$ cat src/rtl/tcw_pkg.sv
`timescale 1ns / 1ps
`default_nettype none

package tcw_pkg;

  // screen geometry
  localparam int SCREEN_COLS = 80;
  localparam int SCREEN_ROWS = 25;
  localparam int CELL_COUNT  = SCREEN_COLS * SCREEN_ROWS;
  localparam int ADDR_W      = (CELL_COUNT > 1) ? $clog2(CELL_COUNT) : 1;
  localparam int CELL_W      = 16;

  // first cell of the bottom row, also the length of the scroll copy
  localparam int SCROLL_END  = CELL_COUNT - SCREEN_COLS;
  localparam int LAST_CELL   = CELL_COUNT - 1;

  // character and attribute codes
  localparam logic [7:0] CODE_NEWLINE = 8'd10;
  localparam logic [7:0] CODE_SPACE   = 8'd32;
  localparam logic [7:0] ATTR_RESET   = 8'd15;

  typedef enum logic [1:0] {
    REQ_PUT   = 2'd0,
    REQ_CLEAR = 2'd1,
    REQ_READ  = 2'd2
  } req_code_t;

  typedef enum logic [2:0] {
    ST_FILL,
    ST_IDLE,
    ST_SCROLL,
    ST_PUT,
    ST_RDWAIT,
    ST_DONE
  } tcw_state_t;

  typedef struct packed {
    logic [1:0] req_type;
    logic [7:0] char_code;
    logic [4:0] read_row;
    logic [6:0] read_col;
  } tcw_cmd_t;

  typedef struct packed {
    logic [7:0] cell_char;
    logic [7:0] cell_attr;
    logic [4:0] cursor_row_out;
    logic [6:0] cursor_col_out;
  } tcw_res_t;

  typedef struct packed {
    logic              we;
    logic [ADDR_W-1:0] waddr;
    logic [CELL_W-1:0] wdata;
    logic              re;
    logic [ADDR_W-1:0] raddr;
  } tcw_ram_req_t;

endpackage

`default_nettype wire

$ cat src/rtl/tcw_ctrl.sv
`timescale 1ns / 1ps
`default_nettype none

module tcw_ctrl
  import tcw_pkg::*;
(
  input  wire               clk,
  input  wire               rst,
  input  wire  [7:0]        text_attribute,
  input  wire               cmd_valid,
  output logic              cmd_ready,
  input  wire  tcw_cmd_t    cmd,
  output tcw_ram_req_t      ram,
  input  wire  [CELL_W-1:0] ram_rdata,
  input  wire               slot_free,
  output logic              res_load,
  output tcw_res_t          res
);

  tcw_state_t        st, st_next;
  logic [ADDR_W-1:0] cnt, cnt_next;
  logic              fill_init, init_next;
  logic              put_pend, pend_next;
  logic [7:0]        code_q, code_next;
  logic [4:0]        row, row_next;
  logic [6:0]        col, col_next;
  logic [7:0]        res_char, char_next;
  logic [7:0]        res_attr, attr_next;
  logic              go_line;

  // linear cell address of a row and column
  function automatic logic [ADDR_W-1:0] cell_addr(input logic [4:0] r, input logic [6:0] c);
    cell_addr = ADDR_W'(int'(r) * SCREEN_COLS + int'(c));
  endfunction

  // state and cursor registers
  always_ff @(posedge clk) begin
    if (rst) begin
      st        <= ST_FILL;
      cnt       <= '0;
      fill_init <= 1'b1;
      put_pend  <= 1'b0;
      row       <= '0;
      col       <= '0;
    end else begin
      st        <= st_next;
      cnt       <= cnt_next;
      fill_init <= init_next;
      put_pend  <= pend_next;
      row       <= row_next;
      col       <= col_next;
    end
  end

  // payload registers
  always_ff @(posedge clk) begin
    code_q   <= code_next;
    res_char <= char_next;
    res_attr <= attr_next;
  end

  // sequencer
  always_comb begin
    st_next   = st;
    cnt_next  = cnt;
    init_next = fill_init;
    pend_next = put_pend;
    code_next = code_q;
    row_next  = row;
    col_next  = col;
    char_next = res_char;
    attr_next = res_attr;
    ram       = '0;
    cmd_ready = 1'b0;
    res_load  = 1'b0;
    go_line   = 1'b0;

    unique case (st)
      ST_FILL: begin
        ram.we    = 1'b1;
        ram.waddr = cnt;
        ram.wdata = {(fill_init ? ATTR_RESET : text_attribute), CODE_SPACE};
        if (cnt == ADDR_W'(LAST_CELL)) begin
          init_next = 1'b0;
          if (fill_init) begin
            st_next = ST_IDLE;
          end else if (put_pend) begin
            st_next = ST_PUT;
          end else begin
            st_next = ST_DONE;
          end
        end else begin
          cnt_next = cnt + ADDR_W'(1);
        end
      end

      ST_IDLE: begin
        cmd_ready = 1'b1;
        if (cmd_valid) begin
          char_next = '0;
          attr_next = '0;
          pend_next = 1'b0;
          code_next = cmd.char_code;
          case (cmd.req_type)
            REQ_PUT: begin
              if (cmd.char_code == CODE_NEWLINE) begin
                go_line = 1'b1;
              end else if (int'(col) >= SCREEN_COLS) begin
                pend_next = 1'b1;
                go_line   = 1'b1;
              end else begin
                st_next = ST_PUT;
              end
            end
            REQ_CLEAR: begin
              row_next = '0;
              col_next = '0;
              cnt_next = '0;
              st_next  = ST_FILL;
            end
            REQ_READ: begin
              if (int'(cmd.read_row) < SCREEN_ROWS && int'(cmd.read_col) < SCREEN_COLS) begin
                ram.re    = 1'b1;
                ram.raddr = cell_addr(cmd.read_row, cmd.read_col);
                st_next   = ST_RDWAIT;
              end else begin
                st_next = ST_DONE;
              end
            end
            default: begin
              st_next = ST_DONE;
            end
          endcase
        end
      end

      // copy one cell up a row per cycle, each write trailing the registered read
      ST_SCROLL: begin
        if (cnt != ADDR_W'(SCROLL_END)) begin
          ram.re    = 1'b1;
          ram.raddr = ADDR_W'(int'(cnt) + SCREEN_COLS);
        end
        if (cnt != '0) begin
          ram.we    = 1'b1;
          ram.waddr = cnt - ADDR_W'(1);
          ram.wdata = ram_rdata;
        end
        if (cnt == ADDR_W'(SCROLL_END)) begin
          st_next = ST_FILL;
        end else begin
          cnt_next = cnt + ADDR_W'(1);
        end
      end

      ST_PUT: begin
        ram.we    = 1'b1;
        ram.waddr = cell_addr(row, col);
        ram.wdata = {text_attribute, code_q};
        col_next  = col + 7'd1;
        pend_next = 1'b0;
        st_next   = ST_DONE;
      end

      ST_RDWAIT: begin
        char_next = ram_rdata[7:0];
        attr_next = ram_rdata[15:8];
        st_next   = ST_DONE;
      end

      ST_DONE: begin
        if (slot_free) begin
          res_load = 1'b1;
          st_next  = ST_IDLE;
        end
      end

      default: begin
        st_next = ST_IDLE;
      end
    endcase

    // move to the next line, scrolling from the last row
    if (go_line) begin
      col_next = '0;
      if (int'(row) + 1 < SCREEN_ROWS) begin
        row_next = row + 5'd1;
        st_next  = pend_next ? ST_PUT : ST_DONE;
      end else begin
        cnt_next = '0;
        st_next  = ST_SCROLL;
      end
    end
  end

  assign res.cell_char      = res_char;
  assign res.cell_attr      = res_attr;
  assign res.cursor_row_out = row;
  assign res.cursor_col_out = col;

  // cursor stays on the screen, column at most one past the last
  a_col_range: assert property (@(posedge clk) disable iff (rst)
    int'(col) <= SCREEN_COLS)
    else $error("cursor column out of range");

  a_row_range: assert property (@(posedge clk) disable iff (rst)
    int'(row) < SCREEN_ROWS)
    else $error("cursor row out of range");

  // the store is never written while waiting for a word
  a_idle_quiet: assert property (@(posedge clk) disable iff (rst)
    (st == ST_IDLE || st == ST_DONE) |-> !ram.we)
    else $error("store written while idle");

  // an accepted word blocks the next one
  a_one_at_once: assert property (@(posedge clk) disable iff (rst)
    (cmd_valid && cmd_ready) |=> !cmd_ready)
    else $error("second word accepted during work");

  // a result is handed over once per word
  a_single_load: assert property (@(posedge clk) disable iff (rst)
    res_load |=> !res_load)
    else $error("result loaded twice");

endmodule

`default_nettype wire

$ cat config.mk
export PLATFORM = sky130hd
export DESIGN_NAME = tcw_ctrl
export DESIGN_NICKNAME = d
export VERILOG_FILES = /design/src/rtl/tcw_pkg.sv /design/src/rtl/tcw_ctrl.sv
export SDC_FILE = /design/constraint.sdc
export NUM_CORES = 1
export LEC_CHECK = 0
export ABC_AREA = 1
export ABC_CLOCK_PERIOD_IN_PS = 4440
export BUFFER_PORTS_ARGS = -buffer_cell sky130_fd_sc_hd__buf_2
export CAP_MARGIN = 10
export CORE_UTILIZATION = 35
export DETAILED_ROUTE_END_ITERATION = 6
export GPL_TIMING_DRIVEN = 0
export PLACE_DENSITY_LB_ADDON = 0.05
export SLEW_MARGIN = 5
export SYNTH_ARGS = -nofsm -noshare
export SYNTH_HDL_FRONTEND = slang
export SYNTH_SLANG_ARGS = --single-unit
$ cat constraint.sdc
create_clock -name clk -period 4.44 [get_ports clk]
set_input_delay 0.222 -clock clk [delete_from_list [all_inputs] [get_ports clk]]
set_output_delay 0.222 -clock clk [all_outputs]
set_load 0.1 [all_outputs]
-- Word level (Yosys, flattened, before mapping)
Cells that the tools add are included.
- flip-flop bits (word level): 52
- input bits: 50
- add/subtract/negate cells: 8
- equality and inequality tests: 19
- multipliers: 2
- reductions and logical operators: 13
- magnitude comparators: 4
- multiplexer cells: 52
- operators by type and width (kind ; count):
    case mux 28 bit (3 select lines) ; 1
    two-way mux 11 bit ; 6
    two-way mux 12 bit ; 4
    two-way mux 3 bit ; 11
    case mux 11 bit (3 select lines) ; 1
    case mux 8 bit (2 select lines) ; 2
    two-way mux 28 bit ; 1
    two-way mux 5 bit ; 5
    case mux 12 bit (2 select lines) ; 1
    adder 11 x 7 -> 11 bit ; 2
    == test 11 bit (second input constant) ; 2
    two-way mux 8 bit ; 2
    case mux 3 bit (5 select lines) ; 1
    multiplier 5 x 3 -> 7 bit (second input constant) ; 2
    two-way mux 7 bit ; 2
    case mux 7 bit (2 select lines) ; 1
    two-way mux 1 bit ; 12
    != test 3 bit (second input constant) ; 4
    adder 11 x 1 -> 11 bit (second input constant) ; 1
    adder 11 x 7 -> 11 bit (second input constant) ; 1
    != test 11 bit (second input constant) ; 1
    nonzero test 11 bit ; 1
    subtractor 11 x 1 -> 11 bit (second input constant) ; 1
    case mux 3 bit (3 select lines) ; 1
    other kinds (25) ; 32

-- Longest topological paths before layout
Gate-level depths: netlist of run 1.
- depth after elaboration: 9
- gate-level depth with buffers: 12
- depth with buffers taken out: 11

-- Least setup slack after synthesis of run 1
Ideal clock, no wire load.
- kind: flip-flop to output port
- start: register row[2]
- end: output port ram[35] in the netlist's numbering
- cell stages (with the launch flop): 8
- required time: 4.218 ns
- setup slack: 0.610 ns
- arrival: 3.608 ns
- cells stage by stage: dfxtp_1 ha_1 ha_1 a21oi_1 nand2_1 nand2_1 nand2_1 o221ai_1
- RTL lines (item ; RTL line ; text):
    start, declared ; tcw_ctrl.sv:25 ; logic [4:0] row, row_next;
    start signal, assigned ; tcw_ctrl.sv:50 ; row <= row_next;
    end, declared ; tcw_ctrl.sv:13 ; output tcw_ram_req_t ram,

==> results_dict.tcl, run 1 <==
set metrics [dict create \
    cp-end-kind "output pin" \
    wl_per_cell_um 14.6 \
    dieWidth_um 110 \
    grt_pass1_vias 3797 \
    antenna_found_initial 0 \
    maxCapViolCount 0 \
    arrival_ns 3.01 \
    ys_warn_count 0 \
    cts_tree "done" \
    tritoncts_num_sinks 52 \
    first_pass_iters 4 \
    fill_cells 1231 \
    hold_path_class "primary input to flip-flop" \
    place_inst 835 \
    hold_ws_ns 0.115 \
    worst-setup-path-type "flip-flop to output pin" \
    die_area_mm2 0.0121 \
    mostFrequentLayoutCells "buf_2, nand2_1, inv_1, nor2_1, o21ai_0" \
    worst-path-buf-inv 3 \
    die_h_um 110 \
    postCtsSetupRepairBufs 0 \
    leakage_uw 0.00247 \
    fmax_mhz 309 \
    outcome "finished clean" \
    synth_edf_count 24 \
    crit_fanout 9 \
    post_cts_resized 0 \
    place.port_buffers 119 \
    num_io_pins 120 \
    peakVddDrop_uv 129 \
    via_per_inst 4.98 \
    postRouteAntennaNets 0 \
    slowest_stage "nor2_1" \
    drc 0 \
    post-route-period-util 0.728 \
    htree_levels 2 \
    final_nets 780 \
    critPathLaunchType "flip-flop" \
    clockBufferDepth 2 \
    finalWeightedCongestion 0.854 \
    synth_nets 654 \
    dp_hpwl_um 9940 \
    relSlewSlack 0.417 \
    synthArstFlopShare 0 \
    crit_family "simple AND/OR/NAND/NOR gates" \
    drive_gt1_frac 0.251 \
    yosys_register_bits 52 \
    p_per_area_mw_per_mm2 208 \
    rr_startpoint "cnt[4]" \
    wl_um 12300 \
    multi_input_area_mm2 0.00241 \
    rows 39 \
    worstPathCellList "inv_1, nand3_4, nor2_1, nand3_1, inv_1, nand3_1, o21ai_0, buf_2" \
    placed_area_mm2 0.00488 \
    finalHoldViolations 0 \
    syn_area_mm2 0.00410 \
    layout.cells.most_common "buf_2" \
    syn_inst 573 \
    setup_viol 0 \
    cts_root_buf "clkbuf_16" \
    yosysUniqueCellTypes 39 \
    critPathMaxStageDelay_ns 0.66 \
    dpl_worst_slack_ns 1.52 \
    fin_setup_tns_ns 0 \
    ff_latch_area_mm2 0.00128 \
    finalClockSkew_ns 0.00813 \
    final-max-slew-violation-count 0 \
    grt_setup_unrepaired "no" \
    min-delay-start "cmd[17]" \
    cp-startpoint "st[1]" \
    n_antenna_cell 0 \
    vias 4197 \
    cts_buffers 5 \
    layoutNonFillerInstCount 843 \
    worst_pin_slew_ns 0.875 \
    setup_ws_ns 1.21 \
    overflow 0 \
    grt_max_degree 18 \
    drtIter0Drc 145 \
    synthFlopType "dfxtp_1" \
    syn_avg_cell_area_um2 7.15 \
    grt_pass1_wl_um 19400 \
    track_usage 0.212 \
    cts_hold_buf 0 \
    start_util 0.359 \
    clkTransAtPathRegs_ns 0.07 \
    worstPathRequired_ns 4.22 \
    clk_latency_ns 0.30 \
    ys_seq_area_frac 0.313 \
    fin_area_mm2 0.00502 \
    core_mm2 0.0114 \
    area_delta_synth_final_pct 22.6 \
    finalCriticalPeriod_ns 3.23 \
]
[power breakdown]
part	leakage [uW]	switching [uW]	internal, uW	total [uW]
Combinational	0.00195	91.9	53.2	145
Sequential	0.000448	2.90	500	502
Clock	0.0000702	188	211	399
Total	0.00247	283	763	1050
[synth_stat cells (all sizes together), types with 6 or more instances]
master    n  area share
nand3    39       0.056
nand2   124        0.12
inv      90       0.082
o211ai    7       0.013
dfxtp    28        0.14
xor2     16       0.034
o21ai    46       0.061
a21oi    32       0.039
nor3     15       0.021
nand4     9       0.014
nor2     74       0.076
ha       27       0.082
o221ai    8       0.017
buf       6       0.012
edfxtp   24        0.18
[per-layer routing]
| metal | vias to the layer above | wire, um | track usage |
|---|---|---|---|
| met5 | - | 0 | 0 |
| met1 | 1944 | 6020 | 0.293 |
| met2 | 90 | 5710 | 0.354 |
| met4 | 0 | 148 | 0.0404 |
| met3 | 11 | 458 | 0.0288 |
| li1 | 2152 | - | - |
[sequential cells by signal, indices dropped and copies added, names as in the netlist]
register	flops
res_attr	8
res_char	8
col	7
st	3
cnt	11
put_pend	1
code_q	8
fill_init	1
row	5
[layout make-up]
type	instances	share of cell area
buffer	10	0.0127
clock inverter	3	0.00423
clock buffer	5	0.0249
tap	143	0.0356
multi-input combinational	420	0.481
sequential	52	0.255
inverter	91	0.0682
timing repair buffer	119	0.119
[logic make-up (layout without fill, tap and decap cells)]
| family | after synthesis | after routing | share of synthesized area |
|---|---|---|---|
| AOI/OAI and AO/OA | 105 | 105 | 0.151 |
| xor gates and xnor gates | 20 | 20 | 0.0427 |
| buffers and inverters | 101 | 228 | 0.0992 |
| adders and majority gates | 31 | 31 | 0.102 |
| and+or+nand+nor | 264 | 264 | 0.293 |
| DFF | 52 | 52 | 0.313 |
[worst register-to-register path, stage by stage, from the launching register on]
cell     delay [ns]
dfxtp_1        0.54
inv_1          0.16
ha_1           0.28
nand3_1        0.14
nor2_4         0.06
nand2_2        0.09
nand2_4        0.06
buf_6          0.15
nand2_2        0.12
nand2_1        0.07
nand3_1        0.08
nand2_1        0.05
nor2_1         0.08
[metrics by stage]
step	power, uW	util
floorplan	607	-
global placement	656	0.427
detailed placement	657	0.427
CTS	1060	0.440
global route	1090	0.440
finish	1050	0.440
[final timing paths]
| kind | to | slack (ns) | depth (start not counted) |
|---|---|---|---|
| max | ram[7] | 1.21 | 8 |
| min | code_q[5] | 0.11 | 1 |
| max reg2reg | cnt[5] | 2.50 | 12 |
| min reg2reg | put_pend | 0.51 | 2 |
Note: power is estimated with default switching activity, not from simulation.
==> inputs of run 2 (changes only) <==
--- a/config.mk
+++ b/config.mk
@@ -6,7 +6,7 @@
 export NUM_CORES = 1
 export LEC_CHECK = 0
 export ABC_AREA = 1
-export ABC_CLOCK_PERIOD_IN_PS = 4440
+export ABC_CLOCK_PERIOD_IN_PS = 3200
 export BUFFER_PORTS_ARGS = -buffer_cell sky130_fd_sc_hd__buf_2
 export CAP_MARGIN = 10
 export CORE_UTILIZATION = 35
==> constraint.sdc (replaced) <==
create_clock -name clk -period 3.2 [get_ports clk]
set_input_delay 0.16 -clock clk [delete_from_list [all_inputs] [get_ports clk]]
set_output_delay 0.16 -clock clk [all_outputs]
set_load 0.1 [all_outputs]
==> run 2 against run 1 <==
Compared with the run above: non-clock buffer count stayed put; sequential power is 39% higher; critical path depth is 3 higher; core utilization is 0.15 points higher; final cell count stayed put; clock-buffer cell count stayed put; clock power is 36% higher; register-to-register slack worse by 1.3 ns.
==> results_dict.tcl, run 2 (synthesis results as in run 1) <==
set metrics [dict create \
    critPathMaxStageDelay_ns 0.45 \
    wl_per_cell_um 14.9 \
    cts_tree "done" \
    finalHoldViolations 0 \
    power_frac_comb 0.140 \
    intPower_uw 1050 \
    die_h_um 110 \
    drtIter0Drc 177 \
    worstPathRequired_ns 3.04 \
    n_antenna_cell 0 \
    rows 39 \
    final_nets 780 \
    finalWeightedCongestion 0.848 \
    cts_buffers 5 \
    layout.cells.most_common "buf_2" \
    grt_max_degree 17 \
    worst-path-buf-inv 2 \
    via_per_inst 4.95 \
    postRouteAntennaNets 0 \
    clockBufferDepth 2 \
    hold_path_class "primary input to flip-flop" \
    arrival_ns 2.84 \
    slowest_stage "fa_1" \
    utilization 0.441 \
    post-route-period-util 0.937 \
    crit_family "adder cells" \
    tritoncts_num_sinks 52 \
    dieWidth_um 110 \
    worstPathCellList "ha_1, ha_1, inv_1, fa_1, or2_2, nor2_1, nor2_1, nor2_1, nand2_1, nand3_1, clkbuf_4" \
    finalCriticalPeriod_ns 3.00 \
    seq_power_share 0.484 \
    setup_viol 0 \
    die_area_mm2 0.0121 \
    htree_levels 2 \
    mostFrequentLayoutCells "buf_2, nand2_1, inv_1, nor2_1" \
    vias 4169 \
    antenna_found_initial 0 \
    wl_um 12600 \
    finalClockSkew_ns 0.00760 \
    fmax_mhz 334 \
    worst-setup-path-type "flip-flop to output pin" \
    grt_setup_unrepaired "no" \
    p_switching_uw 387 \
    swShare 0.268 \
    relSlewSlack 0.421 \
    outcome "finished clean" \
    first_pass_iters 5 \
    drc 0 \
    grt_pass1_wl_um 19900 \
    leakage_uw 0.00247 \
    power_uw 1440 \
    num_io_pins 120 \
    cts_root_buf "clkbuf_16" \
    peakVddDrop_uv 224 \
    critPathLaunchType "flip-flop" \
    maxCapViolCount 0 \
    drive_gt1_frac 0.263 \
    overflow 0 \
    start_util 0.359 \
    worst_pin_slew_ns 0.869 \
    p_clk_frac 0.376 \
    crit_fanout 8 \
    cp-end-kind "output pin" \
    r2r_setup_slack_ns 1.22 \
    clkTransAtPathRegs_ns 0.07 \
    dp_hpwl_um 10100 \
    area_delta_synth_final_pct 23.0 \
    top_register "cnt" \
    final-max-slew-violation-count 0 \
    place.port_buffers 119 \
    cp_common_cell "nor2_1" \
    largest_register_ffs 11 \
    p_per_area_mw_per_mm2 286 \
    grt_pass1_vias 3858 \
    core_mm2 0.0114 \
    clk_latency_ns 0.30 \
    track_usage 0.216 \
]
run 2: cell count changes in the layout (fill, tap and decap cells not counted), moves of 6 or more:
cell     delta
o21ai_0     -6
o21ai_1     +6
dfxtp_2     +7
dfxtp_1     -7
run 2: per-layer routing:
metal	part of all wire	up-vias	routed length (um)	track usage
met2	0.48	96	6030	0.358
met3	0.046	8	577	0.0306
li1	-	2142	-	-
met5	0	-	0	0
met4	0.0096	0	121	0.0479
met1	0.47	1923	5860	0.298
run 2: area by class of cell:
type	count	area [um^2]
fill	1240	6380
sequential	52	1290
timing repair buffer	119	598
buffer	10	63.8
multi-input combinational	420	2420
inverter	91	343
tap	143	179
clock inverter	3	18.8
clock buffer	5	125
run 2: worst register-to-register path, cell delays in order, from the launching register on:
cell     delay [ns]
dfxtp_1        0.41
inv_1          0.18
ha_1           0.24
nand3_1        0.14
nor2_4         0.14
nand2_2        0.10
nand2_4        0.09
buf_6          0.16
nand2_2        0.11
nand2_1        0.07
nand3_1        0.07
nand2_1        0.09
nor2_1         0.04
run 2: path summary, 6_finish.rpt:
path | from | endpoint | cells past startpoint
hold reg to reg | row[3] | row[3] | 2
setup / recovery | row[1] | ram[38] | 11
setup reg to reg | cnt[4] | cnt[5] | 12
hold / removal | cmd[14] | code_q[2] | 1
run 2: stage by stage:
step	instances	cell area, um^2	hold WS [ns]	setup WS (ns)	setup TNS, ns
finish	843	5040	0.0530	0.202	0
global route	843	5040	0.0430	0.0577	0
CTS	843	5040	0.0460	0.0600	0
detailed placement	835	4890	0.353	0.392	0
global placement	835	4890	0.353	0.340	0
floorplan	573	4110	0.222	-0.344	-3.35
run 2: timing repair:
| item | CTS | global route |
|---|---|---|
| setup endpoints to repair | 0 | 10 |
| hold endpoints to repair | 0 | 0 |
| resized for setup | 0 | 2 |
| hold buffers | 0 | 0 |
| setup buffers | 0 | 0 |
run 2: power by group through the flow:
stage / sequential, uW / clock [uW] / combinational [uW]
floorplan: 711 / 0 / 131
global placement: 712 / 0 / 197
detailed placement: 713 / 0 / 200
CTS: 697 / 554 / 202
global route: 698 / 586 / 227
finish: 697 / 542 / 202
